==> config.mk <==
export PLATFORM = sky130hd
export DESIGN_NAME = priority_nonpreemptive_scheduler_unit
export DESIGN_NICKNAME = d
export VERILOG_FILES = /design/src/hw/rtl/psched_pkg.sv /design/src/hw/rtl/psched_div.sv /design/src/hw/rtl/psched_dp.sv /design/src/hw/rtl/psched_ctrl.sv /design/src/hw/rtl/priority_nonpreemptive_scheduler_unit.sv
export VERILOG_INCLUDE_DIRS = /design/src /design/src/hw/rtl
export SDC_FILE = /design/constraint.sdc
export NUM_CORES = 2
export LEC_CHECK = 0
export BUFFER_PORTS_ARGS = -buffer_cell sky130_fd_sc_hd__buf_2
export CAP_MARGIN = 20
export CORE_MARGIN = 1
export CORE_UTILIZATION = 30
export CTS_BUF_LIST = sky130_fd_sc_hd__clkbuf_8
export CTS_CLUSTER_DIAMETER = 120
export DETAILED_ROUTE_END_ITERATION = 8
export PLACE_DENSITY = 0.5
export SYNTH_ARGS = -nofsm -noshare
export SYNTH_HDL_FRONTEND = slang
export SYNTH_SLANG_ARGS = --single-unit
export TNS_END_PERCENT = 100
==> constraint.sdc <==
create_clock -name clk_i -period 9.2 [get_ports clk_i]
set_input_delay 0.46 -clock clk_i [delete_from_list [all_inputs] [get_ports clk_i]]
set_output_delay 0.46 -clock clk_i [all_outputs]
set_load 0.01 [all_outputs]
==> src/hw/rtl/assert_macros.svh <==
// Assertion helpers shared by the RTL. Clock and reset are the block's
// clk_i and rst_ni; checks are off while reset is asserted.
`ifndef ASSERT_MACROS_SVH
`define ASSERT_MACROS_SVH

`ifndef SYNTHESIS
`define PS_ASSERT(lbl, prop) \
  lbl: assert property (@(posedge clk_i) disable iff (!rst_ni) (prop)) \
    else $error("assertion failed");
`define PS_ASSERT_MSG(lbl, prop, msg) \
  lbl: assert property (@(posedge clk_i) disable iff (!rst_ni) (prop)) \
    else $error(msg);
`else
`define PS_ASSERT(lbl, prop)
`define PS_ASSERT_MSG(lbl, prop, msg)
`endif

`endif

==> src/hw/rtl/psched_pkg.sv <==
package psched_pkg;

  // Default configuration
  localparam int unsigned MAX_PROCS_DEF = 16;
  localparam int unsigned FRAC_BITS_DEF = 8;

  // Fixed field widths
  localparam int unsigned ARR_W     = 16;
  localparam int unsigned BUR_W     = 16;
  localparam int unsigned PRI_W     = 8;
  localparam int unsigned IDX_OUT_W = 4;
  localparam int unsigned TIME_W    = 21;
  localparam int unsigned AVG_W     = 29;

  typedef struct packed {
    logic [ARR_W-1:0] arrival_time;
    logic [BUR_W-1:0] burst_time;
    logic [PRI_W-1:0] prio_level;
    logic             last_process;
  } in_item_t;

  typedef struct packed {
    logic [IDX_OUT_W-1:0] process_index;
    logic [TIME_W-1:0]    completion_time;
    logic [TIME_W-1:0]    turnaround_time;
    logic [TIME_W-1:0]    waiting_time;
    logic [AVG_W-1:0]     avg_turnaround;
    logic [AVG_W-1:0]     avg_waiting;
    logic                 last_result;
    logic                 overflow;
  } out_item_t;

  // One stored process record
  typedef struct packed {
    logic [ARR_W-1:0] arr;
    logic [BUR_W-1:0] bur;
    logic [PRI_W-1:0] pri;
  } proc_rec_t;

  typedef enum logic [3:0] {
    ST_IDLE,
    ST_SCAN_ST,
    ST_SCAN,
    ST_COMMIT,
    ST_DIV_T_ST,
    ST_DIV_T_WAIT,
    ST_DIV_W_ST,
    ST_DIV_W_WAIT,
    ST_OUT_RD,
    ST_OUT_LD,
    ST_OUT_WAIT
  } state_e;

  // Controller to datapath
  typedef struct packed {
    logic load;
    logic scan_start;
    logic commit;
    logic div_start;
    logic div_sel;
    logic div_cap;
    logic out_init;
    logic out_load;
    logic out_next;
    logic clear;
  } ctrl_cmd_t;

  // Datapath to controller
  typedef struct packed {
    logic scan_end;
    logic sched_done;
    logic div_busy;
    logic out_last;
  } ctrl_stat_t;

endpackage

==> src/hw/rtl/psched_div.sv <==
// Restoring divider, one quotient bit per cycle.
module psched_div #(
  parameter int unsigned NUM_W = 34,
  parameter int unsigned DEN_W = 5
) (
  input  logic             clk_i,
  input  logic             rst_ni,
  input  logic             start_i,
  input  logic [NUM_W-1:0] numer_i,
  input  logic [DEN_W-1:0] denom_i,
  output logic             busy_o,
  output logic [NUM_W-1:0] quot_o
);

  localparam int unsigned STEP_W = $clog2(NUM_W + 1);

  logic              busy_q, busy_d;
  logic [STEP_W-1:0] step_q, step_d;
  logic [DEN_W-1:0]  rem_q, rem_d;
  logic [NUM_W-1:0]  quo_q, quo_d;
  logic [DEN_W-1:0]  den_q, den_d;
  logic [DEN_W:0]    trial;
  logic              ge;

  // One shift-subtract step
  always_comb begin
    trial  = {rem_q, quo_q[NUM_W-1]};
    ge     = (trial >= {1'b0, den_q});
    busy_d = busy_q;
    step_d = step_q;
    rem_d  = rem_q;
    quo_d  = quo_q;
    den_d  = den_q;
    if (start_i) begin
      busy_d = 1'b1;
      step_d = STEP_W'(NUM_W);
      rem_d  = '0;
      quo_d  = numer_i;
      den_d  = denom_i;
    end else if (busy_q) begin
      rem_d  = ge ? DEN_W'(trial - {1'b0, den_q}) : trial[DEN_W-1:0];
      quo_d  = {quo_q[NUM_W-2:0], ge};
      step_d = step_q - STEP_W'(1);
      if (step_q == STEP_W'(1)) begin
        busy_d = 1'b0;
      end
    end
  end

  always_ff @(posedge clk_i or negedge rst_ni) begin
    if (!rst_ni) begin
      busy_q <= 1'b0;
      step_q <= '0;
    end else begin
      busy_q <= busy_d;
      step_q <= step_d;
    end
  end

  always_ff @(posedge clk_i) begin
    rem_q <= rem_d;
    quo_q <= quo_d;
    den_q <= den_d;
  end

  assign busy_o = busy_q;
  assign quot_o = quo_q;

endmodule

==> src/hw/rtl/psched_dp.sv <==
`include "assert_macros.svh"

// Record stores, schedule scan, sums, averages and result register.
module psched_dp #(
  parameter int unsigned MAX_PROCS = psched_pkg::MAX_PROCS_DEF,
  parameter int unsigned FRAC_BITS = psched_pkg::FRAC_BITS_DEF
) (
  input  logic                  clk_i,
  input  logic                  rst_ni,
  input  psched_pkg::in_item_t  in_item_i,
  input  psched_pkg::ctrl_cmd_t cmd_i,
  output psched_pkg::ctrl_stat_t stat_o,
  output psched_pkg::out_item_t out_item_o
);

  import psched_pkg::*;

  localparam int unsigned IDX_W  = $clog2(MAX_PROCS);
  localparam int unsigned CNT_W  = $clog2(MAX_PROCS + 1);
  localparam int unsigned TICK_W = ARR_W + CNT_W;
  localparam int unsigned SUM_W  = TICK_W + CNT_W;
  localparam int unsigned NUM_W  = SUM_W + FRAC_BITS;

  // Memories
  proc_rec_t          rec_mem [MAX_PROCS];
  logic [TICK_W-1:0]  cmp_mem [MAX_PROCS];
  proc_rec_t          rec_rd_q;
  logic [TICK_W-1:0]  cmp_rd_q;

  // Control state
  logic [CNT_W-1:0]     cnt_q, cnt_d;
  logic [CNT_W-1:0]     done_q, done_d;
  logic                 drop_q, drop_d;
  logic [MAX_PROCS-1:0] fin_q, fin_d;
  logic [TICK_W-1:0]    tick_q, tick_d;
  logic [SUM_W-1:0]     tsum_q, tsum_d;
  logic [SUM_W-1:0]     wsum_q, wsum_d;
  logic [IDX_W-1:0]     rd_idx_q, rd_idx_d;
  logic                 issuing_q, issuing_d;
  logic                 ev_vld_q, ev_vld_d;
  logic [IDX_W-1:0]     ev_idx_q, ev_idx_d;
  logic                 found_q, found_d;
  logic                 pend_q, pend_d;

  // Scan payload
  logic [PRI_W-1:0]  best_pri_q, best_pri_d;
  logic [IDX_W-1:0]  pick_q, pick_d;
  logic [ARR_W-1:0]  pick_arr_q, pick_arr_d;
  logic [BUR_W-1:0]  pick_bur_q, pick_bur_d;
  logic [ARR_W-1:0]  next_arr_q, next_arr_d;
  logic [AVG_W-1:0]  avg_t_q, avg_t_d;
  logic [AVG_W-1:0]  avg_w_q, avg_w_d;
  out_item_t         out_q, out_d;

  logic [TICK_W-1:0] tick_new;
  logic [TICK_W-1:0] c_tat, c_wt;
  logic [TICK_W-1:0] o_tat, o_wt;
  logic              rd_last;
  logic              ev_last;
  logic [NUM_W-1:0]  div_num;
  logic              div_busy;
  logic [NUM_W-1:0]  div_quot;

  assign rd_last  = (CNT_W'(rd_idx_q) == cnt_q - CNT_W'(1));
  assign ev_last  = (CNT_W'(ev_idx_q) == cnt_q - CNT_W'(1));
  assign tick_new = tick_q + TICK_W'(pick_bur_q);
  assign c_tat    = tick_new - TICK_W'(pick_arr_q);
  assign c_wt     = c_tat - TICK_W'(pick_bur_q);
  assign o_tat    = cmp_rd_q - TICK_W'(rec_rd_q.arr);
  assign o_wt     = o_tat - TICK_W'(rec_rd_q.bur);
  assign div_num  = NUM_W'(cmd_i.div_sel ? wsum_q : tsum_q) << FRAC_BITS;

  // Shared divider for both averages
  psched_div #(
    .NUM_W(NUM_W),
    .DEN_W(CNT_W)
  ) u_div (
    .clk_i  (clk_i),
    .rst_ni (rst_ni),
    .start_i(cmd_i.div_start),
    .numer_i(div_num),
    .denom_i(cnt_q),
    .busy_o (div_busy),
    .quot_o (div_quot)
  );

  // Next-state logic
  always_comb begin
    cnt_d      = cnt_q;
    done_d     = done_q;
    drop_d     = drop_q;
    fin_d      = fin_q;
    tick_d     = tick_q;
    tsum_d     = tsum_q;
    wsum_d     = wsum_q;
    rd_idx_d   = rd_idx_q;
    issuing_d  = issuing_q;
    ev_vld_d   = issuing_q;
    ev_idx_d   = rd_idx_q;
    found_d    = found_q;
    pend_d     = pend_q;
    best_pri_d = best_pri_q;
    pick_d     = pick_q;
    pick_arr_d = pick_arr_q;
    pick_bur_d = pick_bur_q;
    next_arr_d = next_arr_q;
    avg_t_d    = avg_t_q;
    avg_w_d    = avg_w_q;
    out_d      = out_q;

    // load one record or flag the drop
    if (cmd_i.load) begin
      if (cnt_q < CNT_W'(MAX_PROCS)) begin
        cnt_d = cnt_q + CNT_W'(1);
      end else begin
        drop_d = 1'b1;
      end
    end

    // scan address sequencing
    if (cmd_i.scan_start) begin
      rd_idx_d  = '0;
      issuing_d = 1'b1;
      found_d   = 1'b0;
      pend_d    = 1'b0;
    end else if (issuing_q) begin
      if (rd_last) begin
        issuing_d = 1'b0;
      end else begin
        rd_idx_d = rd_idx_q + IDX_W'(1);
      end
    end

    // evaluate one entry per cycle
    if (ev_vld_q && !fin_q[ev_idx_q]) begin
      if (TICK_W'(rec_rd_q.arr) <= tick_q) begin
        if (!found_q || rec_rd_q.pri < best_pri_q) begin
          found_d    = 1'b1;
          best_pri_d = rec_rd_q.pri;
          pick_d     = ev_idx_q;
          pick_arr_d = rec_rd_q.arr;
          pick_bur_d = rec_rd_q.bur;
        end
      end else if (!pend_q || rec_rd_q.arr < next_arr_q) begin
        pend_d     = 1'b1;
        next_arr_d = rec_rd_q.arr;
      end
    end

    // run the pick to completion, or jump to the next arrival
    if (cmd_i.commit) begin
      if (found_q) begin
        tick_d         = tick_new;
        fin_d[pick_q]  = 1'b1;
        tsum_d         = tsum_q + SUM_W'(c_tat);
        wsum_d         = wsum_q + SUM_W'(c_wt);
        done_d         = done_q + CNT_W'(1);
      end else if (pend_q) begin
        tick_d = TICK_W'(next_arr_q);
      end
    end

    if (cmd_i.div_cap) begin
      if (cmd_i.div_sel) begin
        avg_w_d = AVG_W'(div_quot);
      end else begin
        avg_t_d = AVG_W'(div_quot);
      end
    end

    if (cmd_i.out_init) begin
      rd_idx_d = '0;
    end
    if (cmd_i.out_next) begin
      rd_idx_d = rd_idx_q + IDX_W'(1);
    end

    // result register
    if (cmd_i.out_load) begin
      out_d.process_index   = IDX_OUT_W'(rd_idx_q);
      out_d.completion_time = TIME_W'(cmp_rd_q);
      out_d.turnaround_time = TIME_W'(o_tat);
      out_d.waiting_time    = TIME_W'(o_wt);
      out_d.avg_turnaround  = rd_last ? avg_t_q : '0;
      out_d.avg_waiting     = rd_last ? avg_w_q : '0;
      out_d.last_result     = rd_last;
      out_d.overflow        = drop_q;
    end

    // back to the empty set
    if (cmd_i.clear) begin
      cnt_d  = '0;
      done_d = '0;
      drop_d = 1'b0;
      fin_d  = '0;
      tick_d = '0;
      tsum_d = '0;
      wsum_d = '0;
    end
  end

  always_ff @(posedge clk_i or negedge rst_ni) begin
    if (!rst_ni) begin
      cnt_q     <= '0;
      done_q    <= '0;
      drop_q    <= 1'b0;
      fin_q     <= '0;
      tick_q    <= '0;
      tsum_q    <= '0;
      wsum_q    <= '0;
      rd_idx_q  <= '0;
      issuing_q <= 1'b0;
      ev_vld_q  <= 1'b0;
      ev_idx_q  <= '0;
      found_q   <= 1'b0;
      pend_q    <= 1'b0;
    end else begin
      cnt_q     <= cnt_d;
      done_q    <= done_d;
      drop_q    <= drop_d;
      fin_q     <= fin_d;
      tick_q    <= tick_d;
      tsum_q    <= tsum_d;
      wsum_q    <= wsum_d;
      rd_idx_q  <= rd_idx_d;
      issuing_q <= issuing_d;
      ev_vld_q  <= ev_vld_d;
      ev_idx_q  <= ev_idx_d;
      found_q   <= found_d;
      pend_q    <= pend_d;
    end
  end

  always_ff @(posedge clk_i) begin
    best_pri_q <= best_pri_d;
    pick_q     <= pick_d;
    pick_arr_q <= pick_arr_d;
    pick_bur_q <= pick_bur_d;
    next_arr_q <= next_arr_d;
    avg_t_q    <= avg_t_d;
    avg_w_q    <= avg_w_d;
    out_q      <= out_d;
  end

  // Record store: written on load, read every cycle
  always_ff @(posedge clk_i) begin
    if (cmd_i.load && cnt_q < CNT_W'(MAX_PROCS)) begin
      rec_mem[cnt_q[IDX_W-1:0]] <= '{arr: in_item_i.arrival_time,
                                     bur: in_item_i.burst_time,
                                     pri: in_item_i.prio_level};
    end
    rec_rd_q <= rec_mem[rd_idx_q];
  end

  // Completion store: written when a commit runs a process, read every cycle
  always_ff @(posedge clk_i) begin
    if (cmd_i.commit && found_q) begin
      cmp_mem[pick_q] <= tick_new;
    end
    cmp_rd_q <= cmp_mem[rd_idx_q];
  end

  assign stat_o.scan_end   = ev_vld_q && ev_last;
  assign stat_o.sched_done = found_q && (done_q + CNT_W'(1) == cnt_q);
  assign stat_o.div_busy   = div_busy;
  assign stat_o.out_last   = rd_last;
  assign out_item_o        = out_q;

  // A round always has either a ready process or a pending arrival
  `PS_ASSERT(a_commit_has_work, cmd_i.commit |-> (found_q || pend_q))
  // Running a process never moves the clock backward
  `PS_ASSERT(a_tick_monotonic, (cmd_i.commit && found_q) |=> (tick_q >= $past(tick_q)))
  // Items are dropped only once the store is full
  `PS_ASSERT_MSG(a_drop_full, drop_q |-> (cnt_q == CNT_W'(MAX_PROCS)), "drop without full store")

endmodule

==> src/hw/rtl/psched_ctrl.sv <==
// Sequencer: load, schedule rounds, two divisions, result readout.
module psched_ctrl (
  input  logic                   clk_i,
  input  logic                   rst_ni,
  input  logic                   in_valid_i,
  input  logic                   in_last_i,
  input  logic                   out_ready_i,
  input  psched_pkg::ctrl_stat_t stat_i,
  output psched_pkg::ctrl_cmd_t  cmd_o,
  output logic                   in_ready_o,
  output logic                   out_valid_o
);

  import psched_pkg::*;

  state_e state_q, state_d;

  // Next state
  always_comb begin
    state_d = state_q;
    case (state_q)
      ST_IDLE: begin
        if (in_valid_i && in_last_i) state_d = ST_SCAN_ST;
      end
      ST_SCAN_ST:  state_d = ST_SCAN;
      ST_SCAN: begin
        if (stat_i.scan_end) state_d = ST_COMMIT;
      end
      ST_COMMIT:   state_d = stat_i.sched_done ? ST_DIV_T_ST : ST_SCAN_ST;
      ST_DIV_T_ST: state_d = ST_DIV_T_WAIT;
      ST_DIV_T_WAIT: begin
        if (!stat_i.div_busy) state_d = ST_DIV_W_ST;
      end
      ST_DIV_W_ST: state_d = ST_DIV_W_WAIT;
      ST_DIV_W_WAIT: begin
        if (!stat_i.div_busy) state_d = ST_OUT_RD;
      end
      ST_OUT_RD:   state_d = ST_OUT_LD;
      ST_OUT_LD:   state_d = ST_OUT_WAIT;
      ST_OUT_WAIT: begin
        if (out_ready_i) state_d = stat_i.out_last ? ST_IDLE : ST_OUT_RD;
      end
      default:     state_d = ST_IDLE;
    endcase
  end

  // Outputs
  always_comb begin
    cmd_o       = '0;
    in_ready_o  = 1'b0;
    out_valid_o = 1'b0;
    case (state_q)
      ST_IDLE: begin
        in_ready_o = 1'b1;
        cmd_o.load = in_valid_i;
      end
      ST_SCAN_ST:  cmd_o.scan_start = 1'b1;
      ST_SCAN:     ;
      ST_COMMIT:   cmd_o.commit = 1'b1;
      ST_DIV_T_ST: cmd_o.div_start = 1'b1;
      ST_DIV_T_WAIT: begin
        cmd_o.div_cap = !stat_i.div_busy;
      end
      ST_DIV_W_ST: begin
        cmd_o.div_start = 1'b1;
        cmd_o.div_sel   = 1'b1;
        cmd_o.out_init  = 1'b1;
      end
      ST_DIV_W_WAIT: begin
        cmd_o.div_sel = 1'b1;
        cmd_o.div_cap = !stat_i.div_busy;
      end
      ST_OUT_RD:   ;
      ST_OUT_LD:   cmd_o.out_load = 1'b1;
      ST_OUT_WAIT: begin
        out_valid_o    = 1'b1;
        cmd_o.out_next = out_ready_i && !stat_i.out_last;
        cmd_o.clear    = out_ready_i && stat_i.out_last;
      end
      default: ;
    endcase
  end

  always_ff @(posedge clk_i or negedge rst_ni) begin
    if (!rst_ni) begin
      state_q <= ST_IDLE;
    end else begin
      state_q <= state_d;
    end
  end

endmodule

==> src/hw/rtl/priority_nonpreemptive_scheduler_unit.sv <==
// Non-preemptive priority scheduler.
// Input channel (in_valid_i / in_ready_o / in_item_i): one process record per
// item, taken one per cycle while the unit is loading. The item with
// last_process set closes the set and starts the schedule; items beyond
// MAX_PROCS are dropped and the overflow bit is set on every result.
// Schedule: each round scans the N loaded records, one per cycle from the
// record memory read port, then commits, with at most 2N rounds (a round
// either finishes a process or jumps to the next arrival). Averages then
// take two passes of a one-bit-per-cycle divider of width NUM_W, where
// NUM_W = 16 + 2 * clog2(MAX_PROCS+1) + FRAC_BITS.
// Output channel (out_valid_o / out_ready_i / out_item_o): N results in load
// order; the last carries the averages. A stalled receiver holds the
// current result; no new set is accepted until the last result is taken,
// after which the count, marks, clock and sums return to empty.
// Reset: asynchronous, active low; clears the count, marks, clock and sums.
// No clearing pass is needed.
module priority_nonpreemptive_scheduler_unit #(
  parameter int unsigned MAX_PROCS = psched_pkg::MAX_PROCS_DEF,
  parameter int unsigned FRAC_BITS = psched_pkg::FRAC_BITS_DEF
) (
  input  logic                  clk_i,
  input  logic                  rst_ni,
  input  logic                  in_valid_i,
  output logic                  in_ready_o,
  input  psched_pkg::in_item_t  in_item_i,
  output logic                  out_valid_o,
  input  logic                  out_ready_i,
  output psched_pkg::out_item_t out_item_o
);

  import psched_pkg::*;

  ctrl_cmd_t  cmd;
  ctrl_stat_t stat;

  psched_ctrl u_ctrl (
    .clk_i      (clk_i),
    .rst_ni     (rst_ni),
    .in_valid_i (in_valid_i),
    .in_last_i  (in_item_i.last_process),
    .out_ready_i(out_ready_i),
    .stat_i     (stat),
    .cmd_o      (cmd),
    .in_ready_o (in_ready_o),
    .out_valid_o(out_valid_o)
  );

  psched_dp #(
    .MAX_PROCS(MAX_PROCS),
    .FRAC_BITS(FRAC_BITS)
  ) u_dp (
    .clk_i     (clk_i),
    .rst_ni    (rst_ni),
    .in_item_i (in_item_i),
    .cmd_i     (cmd),
    .stat_o    (stat),
    .out_item_o(out_item_o)
  );

endmodule

==> results.md <==
* Family with the most delay on the worst path: compound AO/OA/AOI/OAI gates
* Initial Utilization at a little under a third
* Via Count at 33100
* Critical Path RT at 10060 ps
* Fill cells at roughly 19000
* Syn_nets at roughly 3800
* Number of vias per cell at 4.81
* Post-CTS setup buffer count at 0
* Post-DP HPWL at 95300 um
* Total negative slack at 0 ps
* Cells after Synth at ~3600
* Tightest Hold Check Type: in -> reg
* Final Hold Fails at 0
* Fin area at 71000 sq um
* GR Util All Layers at between 15 and 20%
* # DRC at 0
* Core box area at about 200000 sq um
* Clock transition at path regs at around 60 ps
* Max-cap violation count at 0
* CP max stage delay at around 1100 ps
* Min Clock Period, post-route at between 7000 and 8000 ps
* Num rows at roughly 160
* Vias in the first global route at roughly 34000
* Crit path buffers/inverters at 0
* Async set-reset flop share out of synthesis at about 8.5%
* Seq/Total Area, Yosys at ~70%
* Unrepaired setup endpoints after global routing: false
* Reg2Reg Launch Point: u_dp.pick_bur_q[0]$_DFFE_PP_
* Crit Path Class: reg -> reg
* I/O pins at between 150 and 200
* WL final at about 160000 um
* CP Max Fanout at 19
* Largest cells by area after synthesis: edfxtp_1 (62%), mux4_2 (11%), dfrtp_1 (5.1%)
* CP max stage cell: fa_1
* Yosys cell types at between 80 and 90
* YS warnings at 0
* Synth top area share at between 60% and 70%
* Most common cell after layout, fill and taps aside: edfxtp_1
* Wirelength per Cell at about 23 um
* F_max at 134 MHz
* Synth Register Bits at between 1000 and 1500
* Final slew viol count at 0
* Slew margin rel. at about 17%
* # nets final at 4236
* CP startpoint kind: flop
* Clock Tree Buf Depth at 4
* Hold path start: in_item_i[0]
* Hold Buf Count CTS at 45
* GPL Wtd Cong at between 0.8 and 0.9
* Number of nets with antenna violations after routing at 0
* Post-synth EDFFs at ~1300
* Post-Syn Area at between 60000 and 70000 sq um
* Post-placement cell area at between 60000 and 70000 sq um
* CP startpoint: u_dp.pick_bur_q[0]$_DFFE_PP_
* Num CTS Buffers at between 200 and 300
* # resized after CTS at 0
* Top FF cell, synth: edfxtp_1
* Initial antenna violation count at 16
* Die height at between 400 and 500 um
* TritonCTS clock tree: built
* Slew @ Worst Pin at about 1200 ps
* Area growth, synth to finish at 16.9%
* Largest net degree at the start of global routing at approximately 140
* Status: finished clean
* Layout cells sized above 1 at a little under a quarter
* Leading area contributor after synthesis: edfxtp_1
* Die area at approximately 200000 sq um
* Most frequent cells in the layout: edfxtp_1 (1252), mux4_2 (310), clkbuf_8 (308), inv_1 (229), ha_1 (174)
* Iter 0 DRT Violations at 2444
* Total grt overflow at 0
* Root Driver: clkbuf_8
* Clk_lat worst skew at 1010 ps
* PortBufs at around 170
* # clock sinks at between 1000 and 1500
* Clock Skews at approximately 63 ps
* DRT Pass-1 Iters at 5
* Finish-stage setup viols at 0
* First-pass GRT wire length at between 200000 and 250000 um
* Crit end category: flop
* Syn_area_per_cell at 17.0 sq um
* Die width at 452 um
* Final worst path period share at 81.0%
* Worst Path Arrival at 8320 ps
* # H-tree levels at 5
==> worst register-to-register path: cells and delay by family (launching register included) <==
kind | cells | cell delay, ps
flops | 1 | 410
xor+xnor | 2 | 290
compound gates | 13 | 2680
simple gates | 6 | 1200
fa+ha+maj | 6 | 2610
mux | 1 | 160
==> logic make-up (layout without fill, tap and decap cells) <==
logic type | after synthesis | in the layout | synth area share, %
AOI/OAI and AO/OA | 492 | 492 | 5.31
and+or+nand+nor | 653 | 653 | 5.23
DFF | 1449 | 1449 | 69.4
adders and majority gates | 183 | 183 | 3.86
buffers and inverters | 286 | 932 | 1.78
xor gates and xnor gates | 136 | 136 | 1.98
muxes | 367 | 367 | 12.4
other | 0 | 5 | 0
==> Yosys cell counts (20+ instances only) <==
cell type / instances
nor3_1: 45
dfrtp_1: 123
edfxtp_1: 1252
mux4_2: 310
nand2b_1: 28
clkbuf_1: 94
mux2i_1: 54
buf_1: 41
and2_1: 70
a211oi_1: 20
xor2_1: 50
o21a_1: 28
a21oi_1: 106
o21ai_0: 144
inv_1: 148
nand3_1: 81
dfxtp_1: 74
ha_1: 174
xnor2_1: 85
nor2_1: 182
o31ai_1: 21
nand2_1: 137
a21o_1: 56
==> registers in the layout, indices dropped and copies added, names as in the netlist, 5 cells and up <==
register,flops
u_dp.cmp_mem,336
u_dp.u_div.den_q,5
u_dp.avg_t_q,29
u_dp.tick_q,21
u_dp.cmp_rd_q,21
u_dp.fin_q,16
u_dp.avg_w_q,29
u_dp.rec_rd_q,40
u_dp.u_div.quot_o,34
u_dp.cnt_q,5
u_dp.tsum_q,26
u_dp.out_item_o,127
u_dp.best_pri_q,8
u_dp.pick_bur_q,16
u_dp.u_div.rem_q,5
u_dp.rec_mem,640
u_dp.wsum_q,26
u_dp.done_q,5
u_dp.next_arr_q,16
u_dp.u_div.step_q,6
u_dp.pick_arr_q,16
==> metrics by stage <==
step	hold slack (ps)	setup slack (ps)	std cells	util, %
floorplan	164	2550	3566	-
global placement	387	1890	6339	32.6
detailed placement	401	1790	6339	32.6
CTS	9.63	1730	6867	35.4
global route	58.7	1140	6871	35.4
finish	87.1	1750	6873	35.4
==> worst paths after layout <==
check / slack (ps) / depth (start not counted) / to
setup / recovery: 1750 / 28 / u_dp.wsum_q[21]$_DFFE_PN0P_
hold / removal: 90 / 6 / u_ctrl.state_q[1]$_DFFE_PN0P_
setup reg to reg: 1750 / 28 / u_dp.wsum_q[21]$_DFFE_PN0P_
hold reg to reg: 410 / 0 / u_dp.ev_vld_q$_DFF_PN0_
max in group asynchronous: 7610 / 5 / u_dp.fin_q[12]$_DFFE_PN0P_
min in group asynchronous: 570 / 3 / u_ctrl.state_q[2]$_DFFE_PN0P_
==> cell type report <==
class                           instances  area [sq um]  share of cell area [%]
Sequential cell                      1449         42200                    59.4
Multi-Input combinational cell       1831         17700                    25.0
Clock buffer                          308          4240                    5.97
Tap cell                             2656          3320                    4.68
Timing Repair Buffer                  299          1990                    2.80
Clock inverter                        175           970                    1.37
Inverter                              150           563                   0.793
Antenna cell                            5          12.5                  0.0176
==> layer usage <==
metal	GRT usage (%)	vias to the layer above	wire length, um
met4	6.20	12	5560
met3	3.51	243	9240
met1	20.0	16900	67800
met5	0	-	73
met2	25.9	935	78600
li1	-	15000	-
Power is not shown: default switching activity piles up to over one toggle a cycle in this logic, so the estimate is an artifact.
